[config.mk]
export PLATFORM = sky130hd
export DESIGN_NAME = wes1d_ctrl
export DESIGN_NICKNAME = d
export VERILOG_FILES = /design/src/rtl/wes1d_pkg.sv /design/src/rtl/wes1d_ctrl.sv
export SDC_FILE = /design/constraint.sdc
export NUM_CORES = 1
export LEC_CHECK = 0
export BUFFER_PORTS_ARGS = -buffer_cell sky130_fd_sc_hd__buf_4
export CAP_MARGIN = 20
export CORE_MARGIN = 4
export CORE_UTILIZATION = 35
export CTS_BUF_LIST = sky130_fd_sc_hd__clkbuf_2
export CTS_CLUSTER_SIZE = 12
export DETAILED_ROUTE_END_ITERATION = 8
export PLACE_DENSITY_LB_ADDON = 0.3
export SYNTH_ARGS = -nofsm -noshare
export SYNTH_HDL_FRONTEND = slang
export SYNTH_SLANG_ARGS = --single-unit
[constraint.sdc]
create_clock -name clk_i -period 2.2 [get_ports clk_i]
set_clock_uncertainty 0.15 [all_clocks]
set_input_delay 0.11 -clock clk_i [delete_from_list [all_inputs] [get_ports clk_i]]
set_output_delay 0.11 -clock clk_i [all_outputs]
set_load 0.05 [all_outputs]
[src/rtl/wes1d_pkg.sv]
// Shared types and constants of the 1D wave equation stencil block.
// No dependencies; every other file of the block but wes1d_ram imports this package.
package wes1d_pkg;

  localparam int MAX_POINTS = 1024;
  localparam int IDX_W      = $clog2(MAX_POINTS);
  localparam int NPTS_W     = IDX_W + 1;
  localparam int VAL_W      = 32;
  localparam int STEPS_W    = 16;
  localparam int COUP_W     = 17;
  localparam int CFG_IDX_W  = 2;
  localparam int CFG_DATA_W = COUP_W;

  // cycles between the last stencil read of a step and the buffer rotation
  localparam int DRAIN_CYCLES = 4;
  localparam int DRAIN_W      = $clog2(DRAIN_CYCLES);

  localparam logic [1:0] MODE_LOAD = 2'd0;
  localparam logic [1:0] MODE_RUN  = 2'd1;
  localparam logic [1:0] MODE_READ = 2'd2;

  localparam logic KIND_READ = 1'b0;
  localparam logic KIND_DONE = 1'b1;

  localparam logic [CFG_IDX_W-1:0] CFG_NUM_POINTS = 2'd0;
  localparam logic [CFG_IDX_W-1:0] CFG_NUM_STEPS  = 2'd1;
  localparam logic [CFG_IDX_W-1:0] CFG_COUPLING   = 2'd2;

  localparam logic [NPTS_W-1:0]  NPTS_RESET    = NPTS_W'(1024);
  localparam logic [STEPS_W-1:0] STEPS_RESET   = STEPS_W'(2);
  localparam logic [COUP_W-1:0]  COUPLING_RESET = COUP_W'(13107);
  localparam logic [NPTS_W-1:0]  NPTS_MIN      = NPTS_W'(3);
  localparam logic [NPTS_W-1:0]  NPTS_MAX      = NPTS_W'(MAX_POINTS);

  typedef struct packed {
    logic [1:0]              mode;
    logic [IDX_W-1:0]        index;
    logic signed [VAL_W-1:0] old_value;
    logic signed [VAL_W-1:0] current_value;
  } in_item_t;

  typedef struct packed {
    logic                    kind;
    logic signed [VAL_W-1:0] value;
  } out_item_t;

  // controller to datapath commands
  typedef struct packed {
    logic              rd_en;
    logic              run_rd;
    logic [NPTS_W-1:0] rd_addr;
    logic              load_we;
    logic              rotate;
    logic              cap_read;
    logic              cap_done;
  } dp_cmd_t;

endpackage

[src/rtl/wes1d_ctrl.sv]
// Controller: input handshake, step and address sequencing, result handshake.
// Depends on wes1d_pkg; drives the datapath through dp_cmd_t.
module wes1d_ctrl (
  input  logic                          clk_i,
  input  logic                          rst_ni,
  input  logic                          in_valid_i,
  output logic                          in_stall_o,
  input  logic [1:0]                    in_mode_i,
  input  logic [wes1d_pkg::IDX_W-1:0]   in_index_i,
  output logic                          out_valid_o,
  input  logic                          out_stall_i,
  input  logic [wes1d_pkg::NPTS_W-1:0]  npts_i,
  input  logic [wes1d_pkg::STEPS_W-1:0] num_steps_i,
  output wes1d_pkg::dp_cmd_t            cmd_o
);
  import wes1d_pkg::*;

  localparam logic [2:0] ST_IDLE  = 3'd0;
  localparam logic [2:0] ST_READ  = 3'd1;
  localparam logic [2:0] ST_ISSUE = 3'd2;
  localparam logic [2:0] ST_DRAIN = 3'd3;
  localparam logic [2:0] ST_DONE  = 3'd4;

  logic [2:0]         state_q, state_d;
  logic [NPTS_W-1:0]  addr_q, addr_d;
  logic [STEPS_W-1:0] steps_q, steps_d;
  logic [DRAIN_W-1:0] drain_q, drain_d;
  logic               out_valid_q, out_valid_d;
  logic               accept;
  logic               out_free;

  assign in_stall_o  = (state_q != ST_IDLE);
  assign accept      = in_valid_i && !in_stall_o;
  assign out_free    = !out_valid_q || !out_stall_i;
  assign out_valid_o = out_valid_q;

  always_comb begin
    state_d = state_q;
    addr_d  = addr_q;
    steps_d = steps_q;
    drain_d = drain_q;
    cmd_o   = '0;
    unique case (state_q)
      ST_IDLE: begin
        if (accept) begin
          unique case (in_mode_i)
            MODE_LOAD: cmd_o.load_we = 1'b1;
            MODE_READ: begin
              cmd_o.rd_en   = 1'b1;
              cmd_o.rd_addr = {1'b0, in_index_i};
              state_d       = ST_READ;
            end
            MODE_RUN: begin
              addr_d  = '0;
              steps_d = num_steps_i - STEPS_W'(1);
              state_d = (num_steps_i < STEPS_W'(2)) ? ST_DONE : ST_ISSUE;
            end
            default: ;
          endcase
        end
      end
      ST_READ: begin
        // read data sits in the RAM output register until the result slot frees
        if (out_free) begin
          cmd_o.cap_read = 1'b1;
          state_d        = ST_IDLE;
        end
      end
      ST_ISSUE: begin
        // one extra read past the last point lets the window reach it
        cmd_o.rd_en   = 1'b1;
        cmd_o.run_rd  = 1'b1;
        cmd_o.rd_addr = addr_q;
        addr_d        = addr_q + NPTS_W'(1);
        if (addr_q == npts_i) begin
          drain_d = DRAIN_W'(DRAIN_CYCLES - 1);
          state_d = ST_DRAIN;
        end
      end
      ST_DRAIN: begin
        if (drain_q == '0) begin
          cmd_o.rotate = 1'b1;
          addr_d       = '0;
          steps_d      = steps_q - STEPS_W'(1);
          state_d      = (steps_q == STEPS_W'(1)) ? ST_DONE : ST_ISSUE;
        end else begin
          drain_d = drain_q - DRAIN_W'(1);
        end
      end
      ST_DONE: begin
        if (out_free) begin
          cmd_o.cap_done = 1'b1;
          state_d        = ST_IDLE;
        end
      end
      default: state_d = ST_IDLE;
    endcase
  end

  always_comb begin
    out_valid_d = out_valid_q;
    if (out_valid_q && !out_stall_i) begin
      out_valid_d = 1'b0;
    end
    if (cmd_o.cap_read || cmd_o.cap_done) begin
      out_valid_d = 1'b1;
    end
  end

  always_ff @(posedge clk_i or negedge rst_ni) begin
    if (!rst_ni) begin
      state_q     <= ST_IDLE;
      addr_q      <= '0;
      steps_q     <= '0;
      drain_q     <= '0;
      out_valid_q <= 1'b0;
    end else begin
      state_q     <= state_d;
      addr_q      <= addr_d;
      steps_q     <= steps_d;
      drain_q     <= drain_d;
      out_valid_q <= out_valid_d;
    end
  end

  // a capture never overwrites a result that is still waiting
  a_cap_free: assert property (@(posedge clk_i) disable iff (!rst_ni)
    (cmd_o.cap_read || cmd_o.cap_done) |-> out_free)
    else $error("result captured while output slot busy");

  // a step in progress always has at least one step left
  a_steps_left: assert property (@(posedge clk_i) disable iff (!rst_ni)
    (state_q == ST_ISSUE || state_q == ST_DRAIN) |-> (steps_q != '0))
    else $error("step sequencing with no step left");

  // rotation happens only at the end of a drain
  a_rotate: assert property (@(posedge clk_i) disable iff (!rst_ni)
    cmd_o.rotate |-> (state_q == ST_DRAIN && drain_q == '0))
    else $error("buffer rotation outside drain end");

  // a run completion always follows a rotation or a run with no steps
  a_done_entry: assert property (@(posedge clk_i) disable iff (!rst_ni)
    (state_q != ST_DONE && state_d == ST_DONE) |->
      (cmd_o.rotate || (accept && in_mode_i == MODE_RUN)))
    else $error("run finished without stepping");

endmodule

==> summary.md <==
| Metric | Value |
|---|---|
| Synth area leader | dfrtp_1 |
| Area share of fa/ha/maj cells after synthesis | 3.815% |
| Max Cap Violations | 0 |
| Top Family by Delay on Critical Path | buffers and inverters |
| CP Cell Sequence | dlygate4sd3_1 > buf_4 > nor3_4 > nand4_1 > nor2_1 > xnor2_1 > dlygate4sd3_1 > a221oi_2 |
| Post-Synth Simple-Gate Area | 30.57% |
| Tmin final | 2.147 ns |
| Post-route cell area | 3586 um2 |
| Mapped Avg Cell Area | 8.410 um2 |
| Detailed Place HPWL | 5.311 mm |
| Layout Nets | 455 |
| Worst R2R Setup Slack | 0.11 ns |
| Largest stage delay, worst path | 0.58 ns |
| Total gr overflow | 0 |
| CP dominant cell by count | dlygate4sd3_1 |
| Root Buffer | clkbuf_2 |
| Drt wl/cell | 14.68 um |
| Post-synth EDFFs | 0 |
| DRC Markers | 0 |
| Clock buffer depth | 2 |
| Worst path depth | 8 |
| Slew Limit Fails | 0 |
| LEAKAGE | 0.001516 uW |
| Part of the cycle the worst path needs | 97.59% |
| Storage cell area | 827.0 um2 |
| Initial DRC Count | 121 |
| Fillers | 715 |
| N_diodes | 0 |
| Worst skew pair latency | 0.40 ns |
| CP Launch Point | num_steps_i[2] |
| I/O pins | 62 |
| #FFs+latches synth | 33 |
| Critical Path Sink | steps_q[11]$_DFFE_PN0P_ |
| Area Growth Syn to Fin | 36.67% |
| Die X | 94.58 um |
| Hold slack | 0.004388 ns |
| Starting density of the core | 36.17% |
| Area occupied by multi-input gates | 1745 um2 |
| CTS tree | built |
| Max VDD drop | 0.2527 mV |
| Reg clk slew, reported paths | 0.20 ns |
| Worst path bufs/invs | 3 |
| Worst Path Arrival | 2.31 ns |
| Die Ht | 94.58 um |
| Core ar. | 7253 um2 |
| Reg2reg start | steps_q[12]$_DFFE_PN0P_ |
| Drt total wl | 7.399 mm |
| Sinks on Clock Net | 33 |
| Startpoint Class | input pin |
| First-pass GRT wire length | 11.96 mm |
| Die area | 8945 um2 |
| Num CTS Buffers | 5 |
| Final antenna-violating net count | 0 |
| Post-Synth XOR/XNOR Area | 11.35% |
| Post-DP Area | 3237 um2 |
| FF-to-FF path depth | 5 |
| Post-synth top flop | dfrtp_1 |
| CP max FO | 5 |
| Vias in the first global route | 2534 |
| Synth area leaders | dfrtp_1 31%, xnor2_1 8.3%, nor2_1 5.0%, ha_1 3.8%, a22o_1 3.7% |
| PD cells | 898.3 nW/um2 |
| Post-synthesis compound-gate area fraction | 17.79% |
| Post-synth top area share | 31.47% |
| Highest clock rate | 465.8 MHz |
| DR vias/cell | 5.308 |
| Worst slew pin tran | 0.5365 ns |
| Rows | 31 |
| Mapped Cells | 312 |
| YS warnings | 0 |
| Syn nets | 363 |
| Most frequent cells in the layout | 77 x buf_4, 33 x nor2_1, 32 x dfrtp_1, 25 x xnor2_1, 24 x nand2_1 |
| All-Layer GR Usage | 16.73% |
| Commonest non-fill, non-tap cell in the layout | buf_4 |
| Fin. Hold Viols | 0 |
| RR Endpoint | state_q[1]$_DFFE_PN0P_ |
| Initial antenna violation count | 0 |
| Port Buf Inserts | 61 |
| Slew HR | 64.12% |
| Largest family of logic cells by synthesized area | simple AND/OR/NAND/NOR gates |
| Required time of the critical path | 2.36 ns |
| CP endpoint kind | register |
| Layout cells sized above 1 | 27.16% |
| Max H-tree Level | 2 |
| Critical path's slowest cell | dlygate4sd3_1 |
| Vias post-DR | 2675 |
| Sequential area share after synthesis | 31.47% |
| Final setup fails | 0 |
| Drt first pass iters | 4 |
| Synthesized cell area | 2624 um2 |
| Largest net degree at the start of global routing | 34 |
| Hold Path Class | input pin to async pin |
| Status | complete, no violations |
| Netlist cell types | 57 |
| WS Path Type | input pin to register |
| Mux share of post-synthesis cell area | 0.7630% |
| Gpl congestion | 0.8463 |
| Total power | 3221 uW |
| Async set-or-reset flop fraction in the synthesized netlist | 100.0% |
logic make-up (layout without fill, tap and decap cells):
| kind of cell | Yosys count | count (layout) |
|---|---|---|
| fa+ha+maj | 8 | 8 |
| compound gates | 67 | 67 |
| mux | 2 | 2 |
| flops | 33 | 33 |
| xor+xnor | 34 | 34 |
| buf+inv | 27 | 119 |
| simple gates | 141 | 142 |
worst min-delay path by stage:
| stage | from | endpoint | cells after the start |
|---|---|---|---|
| 2_1_floorplan | rst_ni | addr_q[0]$_DFFE_PN0P_ | 0 |
| 3_3_place_gp | rst_ni | addr_q[10]$_DFFE_PN0P_ | 1 |
| 3_5_place_dp | rst_ni | addr_q[10]$_DFFE_PN0P_ | 1 |
| 4_1_cts | rst_ni | addr_q[10]$_DFFE_PN0P_ | 2 |
| 5_1_grt | rst_ni | addr_q[10]$_DFFE_PN0P_ | 2 |
| 6_report | rst_ni | addr_q[4]$_DFFE_PN0P_ | 2 |
cells in the mapped netlist (2+ instances only):
cell type  instances
a22oi_1            2
nand2b_1           3
nor4_1             7
nand2_1           24
nor4_4             2
a211oi_1           2
o22ai_1            3
a22o_1            11
mux2i_1            2
nor2b_1            2
o311ai_0           3
a21oi_1           10
xor2_1             9
nor3_1            11
and3_1             6
nor2_1            35
inv_1             12
dfrtp_1           33
o21ai_1            2
a31oi_1            5
or3_1              3
clkbuf_1           6
ha_1               8
a21o_1             3
xnor2_1           25
o21ai_0           15
nor3b_1            5
nor4b_1            6
buf_2              8
nand3b_1           3
nand4_1            6
nand3_1           15
registers in the layout (all words and copies together), names as in the netlist:
register / count
addr_q: 11
drain_q: 2
out_valid_o: 1
state_q: 3
steps_q: 16
per-stage QoR:
stage,cells,util [%],setup slack (ns),setup TNS (ns)
floorplan,312,-,0.007321,0
global placement,470,44.63,0.1614,0
detailed placement,470,44.63,0.1502,0
CTS,499,48.27,0.01722,0
global route,504,49.44,-0.03556,-0.09530
finish,504,49.44,0.05311,0
area by class of cell:
type	instances	area share [%]
Clock buffer	5	0.6978
Inverter	12	1.256
Sequential cell	33	23.06
Timing Repair Buffer	99	22.37
Tap cell	99	3.454
Multi-Input combinational cell	253	48.67
Clock inverter	3	0.4885
power by group:
| part | total (uW) | switching [uW] | internal, uW |
|---|---|---|---|
| Sequential | 1130 | 299 | 828 |
| Clock | 310 | 236 | 74.0 |
| Combinational | 1780 | 1030 | 759 |
per-layer routing:
layer | track usage (%) | vias up | part of all wire (%)
li1 | - | 1325 | -
met1 | 21.23 | 1239 | 44
met2 | 28.72 | 102 | 47
met3 | 3.665 | 9 | 7.7
met4 | 4.447 | 0 | 1.3
met5 | 0 | - | 0
what timing repair did:
| action | in CTS | in global routing |
|---|---|---|
| pin swaps | 1 | 4 |
| resized for setup | 4 | 11 |
| hold buffers | 19 | 0 |
| hold endpoints to repair | 50 | 0 |
| gates cloned | 1 | 0 |
| setup buffers | 1 | 5 |
| setup endpoints to repair | 11 | 16 |
worst register-to-register path: stages, from the launching register on:
cell and delay [ns]:
dfrtp_1 0.46, or4_1 0.54, or2_1 0.27, nor3_1 0.31
a21o_1 0.18, o31ai_1 0.09
Note: power is estimated with default switching activity, not from simulation.
