## src/rtl/wes1d_pkg.sv

```systemverilog
// Shared types and constants of the 1D wave equation stencil block.
// No dependencies; every other file of the block but wes1d_ram imports this package.
package wes1d_pkg;

  localparam int MAX_POINTS = 1024;
  localparam int IDX_W      = $clog2(MAX_POINTS);
  localparam int NPTS_W     = IDX_W + 1;
  localparam int VAL_W      = 32;
  localparam int STEPS_W    = 16;
  localparam int COUP_W     = 17;
  localparam int CFG_IDX_W  = 2;
  localparam int CFG_DATA_W = COUP_W;

  // cycles between the last stencil read of a step and the buffer rotation
  localparam int DRAIN_CYCLES = 4;
  localparam int DRAIN_W      = $clog2(DRAIN_CYCLES);

  localparam logic [1:0] MODE_LOAD = 2'd0;
  localparam logic [1:0] MODE_RUN  = 2'd1;
  localparam logic [1:0] MODE_READ = 2'd2;

  localparam logic KIND_READ = 1'b0;
  localparam logic KIND_DONE = 1'b1;

  localparam logic [CFG_IDX_W-1:0] CFG_NUM_POINTS = 2'd0;
  localparam logic [CFG_IDX_W-1:0] CFG_NUM_STEPS  = 2'd1;
  localparam logic [CFG_IDX_W-1:0] CFG_COUPLING   = 2'd2;

  localparam logic [NPTS_W-1:0]  NPTS_RESET    = NPTS_W'(1024);
  localparam logic [STEPS_W-1:0] STEPS_RESET   = STEPS_W'(2);
  localparam logic [COUP_W-1:0]  COUPLING_RESET = COUP_W'(13107);
  localparam logic [NPTS_W-1:0]  NPTS_MIN      = NPTS_W'(3);
  localparam logic [NPTS_W-1:0]  NPTS_MAX      = NPTS_W'(MAX_POINTS);

  typedef struct packed {
    logic [1:0]              mode;
    logic [IDX_W-1:0]        index;
    logic signed [VAL_W-1:0] old_value;
    logic signed [VAL_W-1:0] current_value;
  } in_item_t;

  typedef struct packed {
    logic                    kind;
    logic signed [VAL_W-1:0] value;
  } out_item_t;

  // controller to datapath commands
  typedef struct packed {
    logic              rd_en;
    logic              run_rd;
    logic [NPTS_W-1:0] rd_addr;
    logic              load_we;
    logic              rotate;
    logic              cap_read;
    logic              cap_done;
  } dp_cmd_t;

endpackage

```

## src/rtl/wes1d_cfg.sv

```systemverilog
// Configuration registers and the clamped point count.
// Depends on wes1d_pkg.
module wes1d_cfg (
  input  logic                               clk_i,
  input  logic                               rst_ni,
  input  logic                               cfg_valid_i,
  output logic                               cfg_ready_o,
  input  logic [wes1d_pkg::CFG_IDX_W-1:0]    cfg_index_i,
  input  logic [wes1d_pkg::CFG_DATA_W-1:0]   cfg_data_i,
  output logic [wes1d_pkg::NPTS_W-1:0]       npts_o,
  output logic [wes1d_pkg::STEPS_W-1:0]      num_steps_o,
  output logic [wes1d_pkg::COUP_W-1:0]       coupling_o
);
  import wes1d_pkg::*;

  logic [NPTS_W-1:0]  num_points_q;
  logic [STEPS_W-1:0] num_steps_q;
  logic [COUP_W-1:0]  coupling_q;

  assign cfg_ready_o = 1'b1;

  always_ff @(posedge clk_i or negedge rst_ni) begin
    if (!rst_ni) begin
      num_points_q <= NPTS_RESET;
      num_steps_q  <= STEPS_RESET;
      coupling_q   <= COUPLING_RESET;
    end else if (cfg_valid_i) begin
      unique case (cfg_index_i)
        CFG_NUM_POINTS: num_points_q <= cfg_data_i[NPTS_W-1:0];
        CFG_NUM_STEPS:  num_steps_q  <= cfg_data_i[STEPS_W-1:0];
        CFG_COUPLING:   coupling_q   <= cfg_data_i[COUP_W-1:0];
        default: ;
      endcase
    end
  end

  // clamp the point count to the storage
  always_comb begin
    if (num_points_q < NPTS_MIN) begin
      npts_o = NPTS_MIN;
    end else if (num_points_q > NPTS_MAX) begin
      npts_o = NPTS_MAX;
    end else begin
      npts_o = num_points_q;
    end
  end

  assign num_steps_o = num_steps_q;
  assign coupling_o  = coupling_q;

endmodule

```

## config.mk

```make
export PLATFORM = sky130hd
export DESIGN_NAME = wes1d_cfg
export DESIGN_NICKNAME = d
export VERILOG_FILES = /design/src/rtl/wes1d_pkg.sv /design/src/rtl/wes1d_cfg.sv
export SDC_FILE = /design/constraint.sdc
export NUM_CORES = 1
export LEC_CHECK = 0
export BUFFER_PORTS_ARGS = -buffer_cell sky130_fd_sc_hd__clkbuf_2
export CAP_MARGIN = 20
export CELL_PAD_IN_SITES_DETAIL_PLACEMENT = 0
export CELL_PAD_IN_SITES_GLOBAL_PLACEMENT = 1
export CORE_UTILIZATION = 38
export CTS_CLUSTER_SIZE = 10
export DETAILED_ROUTE_END_ITERATION = 8
export GPL_TIMING_DRIVEN = 0
export PLACE_DENSITY_LB_ADDON = 0.1
export SYNTH_ARGS = -nofsm -noshare
export SYNTH_HDL_FRONTEND = slang
export SYNTH_SLANG_ARGS = --single-unit
```

## constraint.sdc

```tcl
create_clock -name clk_i -period 1.25 [get_ports clk_i]
set_input_delay 0.125 -clock clk_i [delete_from_list [all_inputs] [get_ports clk_i]]
set_output_delay 0.125 -clock clk_i [all_outputs]
set_load 0.005 [all_outputs]
```

==> summary.txt, run 1 <==
STA
  – RSZ-0062 raised after global routing: yes
  – Fin crit share: 1.18
  – Finish-stage setup viols: 10
  – Final worst setup slack: -221 ps
  – Setup Skew: 0 ps
  – Max Transition Viols Final: 0
  – Fin crit period: around 1500 ps
  – Achievable Freq: approximately 0.68 GHz
  – Total Neg Setup Slack: -652 ps
  – Hold Vio Cnt, Final: 0

Worst setup path
  – Required @ worst endpoint: approximately 1100 ps
  – CP cell instances: nor4_4, a21oi_1, nor2_1, buf_2
  – Slowest Stage Delay on Critical Path: between 400 and 500 ps
  – Buffers and inverters on the worst path: 1
  – Crit path max-delay family: simple AND/OR/NAND/NOR gates
  – Arr. time, crit path: roughly 1400 ps
  – Slowest-stage cell, CP: dfrtp_1
  – R2r setup slk: about 340 ps
  – Crit end category: output pin
  – Crit path kind: reg2out
  – Critical Path Start Type: flip-flop
  – Critical path peak fanout: 2

Synth
  – Post-Syn Instances: ~110
  – YS warnings: 0
  – Post-synthesis sequential area ratio: 0.621
  – Yosys top cell by area: dfrtp_1
  – Post-synth net total: approximately 130
  – Synth cell types: 13
  – Synth Flop Type: dfrtp_1
  – Synth top area share: 0.474
  – Per-instance average area after synthesis: about 16 sq um
  – Asr flop ratio synth: 1.00
  – Post-Synthesis Cell Area: around 1800 sq um
  – Synth Register Bits: 44
  – Most frequent cell after synthesis: mux2_2
  – Commonest cells in the netlist: 44 x mux2_2, 34 x dfrtp_1, 10 x dfstp_2
  – Largest cells by area after synthesis: dfrtp_1 47%, mux2_2 28%, dfstp_2 15%, nor2b_1 2.8%, nand3b_4 2.2%
  – EDFF count, synth: 0

Clocking
  – Clock buffer depth: 2
  – Clk_lat worst skew: ~280 ps
  – Worst-path clk slew: approximately 80 ps
  – H-Tree Depth: 2
  – CTS root buf: clkbuf_8
  – TritonCTS Buffers: 5
  – CTS tree: built
  – CTS Sinks: 44

Detailed routing
  – Drt wl/cell: between 10 and 15 um
  – Vias: 1171
  – Via-to-Cell Ratio: around 4.8
  – Antenna-violating nets left: 0
  – Final wirelength: 3580 um
  – TritonRoute pass-1 iters: 8
  – DRC violations left: 10
  – DRT iter0 DRCs: 35

Floorplanning
  – Die Footprint: 5000 sq um
  – # rows: 24
  – Core area: 4440 sq um
  – DIE WIDTH: 70.7 um
  – Die height: between 70 and 80 um
  – # IOs: 67
  – Initial core utilization: 0.404

Run status
  – Status: finished with violations
  – Failing checks: design-rule violations, negative setup slack

Pwr
  – Pint: between 2000 and 3000 uW
  – Clk pwr share: 0.272
  – Sw Share: 0.248
  – Flop pwr share: 0.502
  – Maximum vdd drop: 0.776 mV
  – Sw Pwr: 943 uW
  – Comb power frac: 0.226
  – Pwr per Cell Area: 1580 nW/um^2
  – Total power: 3800 uW
  – Pleak: about 0.0012 uW

Placement
  – Post-DP HPWL: 2580 um
  – Placement Cell Area: between 2000 and 2500 sq um
  – Buffers on Ports: 65
  – Placed insts: between 200 and 250
  – Final GP Congestion: 0.715

Finish
  – Diode count: 0
  – Share of post-route cells with drive strength above 1: 0.738
  – Fin util: 0.541
  – Finished Layout Cells: 243
  – Final instance area: 2400 sq um
  – Storage cell area: between 1000 and 1500 sq um
  – Fillers: 407
  – Area grow syn2layout: 34.0%
  – Multi-input logic area: roughly 660 sq um
  – Post-layout net count: approximately 210

Global routing
  – Largest net degree at the start of global routing: 45
  – Vias in the first global route: around 1200
  – Initial antenna violation count: 0
  – GR Util All Layers: 0.159
  – First-pass GRT wire length: 5960 um
  – Grt total ovfl: 0

Worst hold path
  – HP Class: in2reg

Flow run
  – Max-cap viol count: 0
-- cell usage in the layout (no fill, tap or decap) --
cell	count
nor2_1	2
bufinv_16	1
nor4_4	2
nand3b_4	2
clkinv_2	1
mux2_2	44
buf_4	3
dfrtp_1	34
buf_2	3
clkbuf_1	2
buf_8	2
clkbuf_8	5
a21oi_1	2
nor2b_1	8
clkbuf_2	62
conb_1	1
dfstp_2	10
buf_12	1
dlygate4sd3_1	1
buf_6	4
nor3b_2	1
-- registers in the layout (all words and copies together), names as in the netlist --
signal / count
num_points_q: 11
coupling_o: 17
num_steps_o: 16
-- path summary, 6_finish.rpt --
check,start,end,cells past startpoint
worst max-delay path,num_points_q[6],npts_o[0],4
worst min-delay path,cfg_data_i[16],coupling_o[16],2
worst max register to register,num_points_q[9],num_points_q[9],2
worst min register to register,coupling_o[11],coupling_o[11],1
max in group asynchronous,rst_ni,coupling_o[0],3
min in group asynchronous,rst_ni,coupling_o[7],2
-- power groups by stage --
stage / registers (uW) / clock network [uW] / logic (uW)
2_1_floorplan: 1910 / 0 / 365
3_3_place_gp: 1890 / 0 / 772
3_5_place_dp: 1910 / 0 / 790
4_1_cts: 1900 / 1070 / 857
5_1_grt: 1950 / 1160 / 944
6_report: 1910 / 1030 / 859
-- cell type report --
cell class | instances | share of cell area
well taps | 52 | 0.0271
plain buffers | 6 | 0.0250
clock inverters | 2 | 0.0146
clock buffers | 6 | 0.0302
repair buffers | 71 | 0.165
multi-input cells | 62 | 0.275
flip-flops and latches | 44 | 0.463
-- metrics by stage --
stage               hold slack (ps)  setup WS, ps
finish                         64.0          -221
global route                   66.6          -322
CTS                            43.8          -246
global placement                350         -38.4
floorplan                      -171           223
detailed placement              362         -49.4
-- cells by family after synthesis --
group           after synthesis  share of synthesized area
mux                          44                      0.276
flops                        44                      0.621
compound gates                2                    0.00558
simple gates                 15                     0.0683
other cells                   1                    0.00209
buf+inv                       6                     0.0272
-- per-layer routing --
metal	vias up	track usage	share of wire
met4	0	0.0600	0.012
met1	581	0.188	0.41
met5	-	0	0
li1	542	-	-
met3	4	0.0570	0.077
met2	44	0.268	0.50
-- repair_timing --
action,CTS,global route
buffers inserted,3,0
resized for setup,7,7
setup endpoints to repair,9,11
cloned,1,0
hold endpoints to repair,0,35
hold buffers,0,1
pin swaps,2,1
No activity file was read; power rests on OpenSTA's default activity.
==> inputs of run 2 (changes only) <==
- SKIP_CTS_REPAIR_TIMING: not set -> 1
==> run 2 against run 1 <==
Against the previous run:
- the flow still finishes with violations (design-rule violations, negative setup slack)
- critical path depth stayed put
- register-to-register slack hardly changed
- final cell count is 1.2% lower
- routed wire length is 0.64% lower
- core utilization is 0.76 points lower
- flip-flop and latch count stayed put
- sequential power hardly changed
- via count is 1.3% lower
- non-clock buffer count is 3 lower
- die area stayed put
- critical path type unchanged
- largest cell class unchanged
==> summary.txt, run 2 (synthesis gave the netlist of run 1 again) <==
STA
  – Fin crit share: 1.19
  – Max Transition Viols Final: 0
  – Hold Vio Cnt, Final: 0
  – Fin crit period: between 1000 and 1500 ps
  – RSZ-0062 raised after global routing: yes
  – Setup Skew: 0 ps
  – Achievable Freq: ~0.67 GHz
  – Total Neg Setup Slack: -597 ps
  – Finish-stage setup viols: 9
  – Final worst setup slack: -241 ps

Global routing
  – GR Util All Layers: 0.156
  – Initial antenna violation count: 0
  – Vias in the first global route: roughly 1200
  – First-pass GRT wire length: about 5800 um
  – Largest net degree at the start of global routing: 45
  – Grt total ovfl: 0

Placement
  – Post-DP HPWL: 2580 um
  – Buffers on Ports: between 60 and 70
  – Placed insts: approximately 230
  – Final GP Congestion: around 0.7
  – Pre-CTS setup slack: -49.4 ps

Finish
  – Area grow syn2layout: 32.1%
  – Most common cell after layout, fill and taps aside: clkbuf_2
  – Commonest non-fill, non-tap cells in the layout: 62 x clkbuf_2, 44 x mux2_2, 34 x dfrtp_1
  – Fillers: ~400
  – Post-layout net count: approximately 210
  – Finished Layout Cells: between 200 and 250
  – Max FFs per register: 17
  – Diode count: 0
  – Share of post-route cells with drive strength above 1: 0.734

Detailed routing
  – TritonRoute pass-1 iters: 7
  – DRT iter0 DRCs: 31
  – Drt wl/cell: around 15 um
  – Via-to-Cell Ratio: around 4.8
  – DRC violations left: 10
  – Vias: roughly 1200
  – Antenna-violating nets left: 0
  – Final wirelength: between 3000 and 4000 um

Worst setup path
  – Critical Path Start Type: flip-flop
  – Crit end category: output pin
  – R2r setup slk: roughly 350 ps
  – Crit path kind: reg2out
  – Arr. time, crit path: between 1000 and 1500 ps
  – RR Endpoint: num_points_q[10]
  – R2R cell count: 2
  – Worst reg2reg startpoint: num_points_q[10]
  – Critical path peak fanout: 3
  – Required @ worst endpoint: 1120 ps

Clocking
  – Clock buffer depth: 2
  – CTS Sinks: 44
  – TritonCTS Buffers: 5
  – Clk_lat worst skew: roughly 280 ps
  – H-Tree Depth: 2
  – Worst-path clk slew: 80 ps
  – CTS tree: built
  – CTS root buf: clkbuf_8

Flow run
  – Max-cap viol count: 0

Worst hold path
  – Hold_sp: cfg_data_i[16]
  – WHS Endpoint: coupling_o[16]
  – Hold Path Depth: 2
  – HP Class: in2reg

Run status
  – Status: finished with violations
  – Failing checks: design-rule violations, negative setup slack

Pwr
  – Pwr per Cell Area: 1590 nW/um^2
  – Pleak: between 0.001 and 0.0015 uW
  – Maximum vdd drop: 0.775 mV

Floorplanning
  – Die Footprint: between 5000 and 6000 sq um
  – DIE WIDTH: slightly above 70 um
  – Initial core utilization: 0.404
  – Die height: between 70 and 80 um
  – # IOs: 67
  – # rows: 24
  – Core area: about 4400 sq um
## run 2: worst max-delay path by stage
| stage | endpoint | from | cells past startpoint | slack (ps) |
|---|---|---|---|---|
| after floorplan | num_points_q[10] | num_points_q[10] | 2 | 220 |
| final | npts_o[0] | num_points_q[3] | 4 | -240 |
| after global placement | npts_o[0] | num_points_q[3] | 4 | -40 |
| after CTS | npts_o[0] | num_points_q[3] | 4 | -380 |
| after detailed placement | npts_o[0] | num_points_q[3] | 4 | -50 |
| after global routing | npts_o[0] | num_points_q[3] | 4 | -340 |
## run 2: layout make-up
type | instances | area [sq um] | share of cell area
Clock buffer | 6 | 72.6 | 0.0306
Clock inverter | 2 | 35.0 | 0.0148
Tap cell | 52 | 65.1 | 0.0274
Timing Repair Buffer | 68 | 367 | 0.155
Multi-Input combinational cell | 62 | 662 | 0.279
Sequential cell | 44 | 1110 | 0.470
Buffer | 6 | 56.3 | 0.0237
## run 2: worst max-delay path: stages, from the launching register on
cell and delay [ps]:
dfrtp_1 420, nor4_4 330, a21oi_1 110, nor2_1 100
buf_2 120
## run 2: power by group
group | total [uW] | leakage (uW) | internal (uW) | switching, uW
clock | 1040 | 0.0000552 | 593 | 444
combinational | 817 | 0.000574 | 495 | 321
sequential | 1910 | 0.000507 | 1740 | 171
## run 2: routing by layer
layer,share of wire,GRT usage,vias up
li1,-,-,536
met1,0.41,0.181,572
met2,0.50,0.263,44
met3,0.078,0.0570,4
met4,0.012,0.0600,0
met5,0,0,-
## run 2: metrics by stage
step                      total power [uW]  hold WS (ps)  utilization  cell area, sq um
after floorplan                       2270          -171            -              1790
after global placement                2660           350        0.492              2180
after detailed placement              2700           362        0.492              2180
after CTS                             3750          43.8        0.516              2290
after global routing                  4000          67.1        0.534              2370
final                                 3760          62.9        0.534              2370
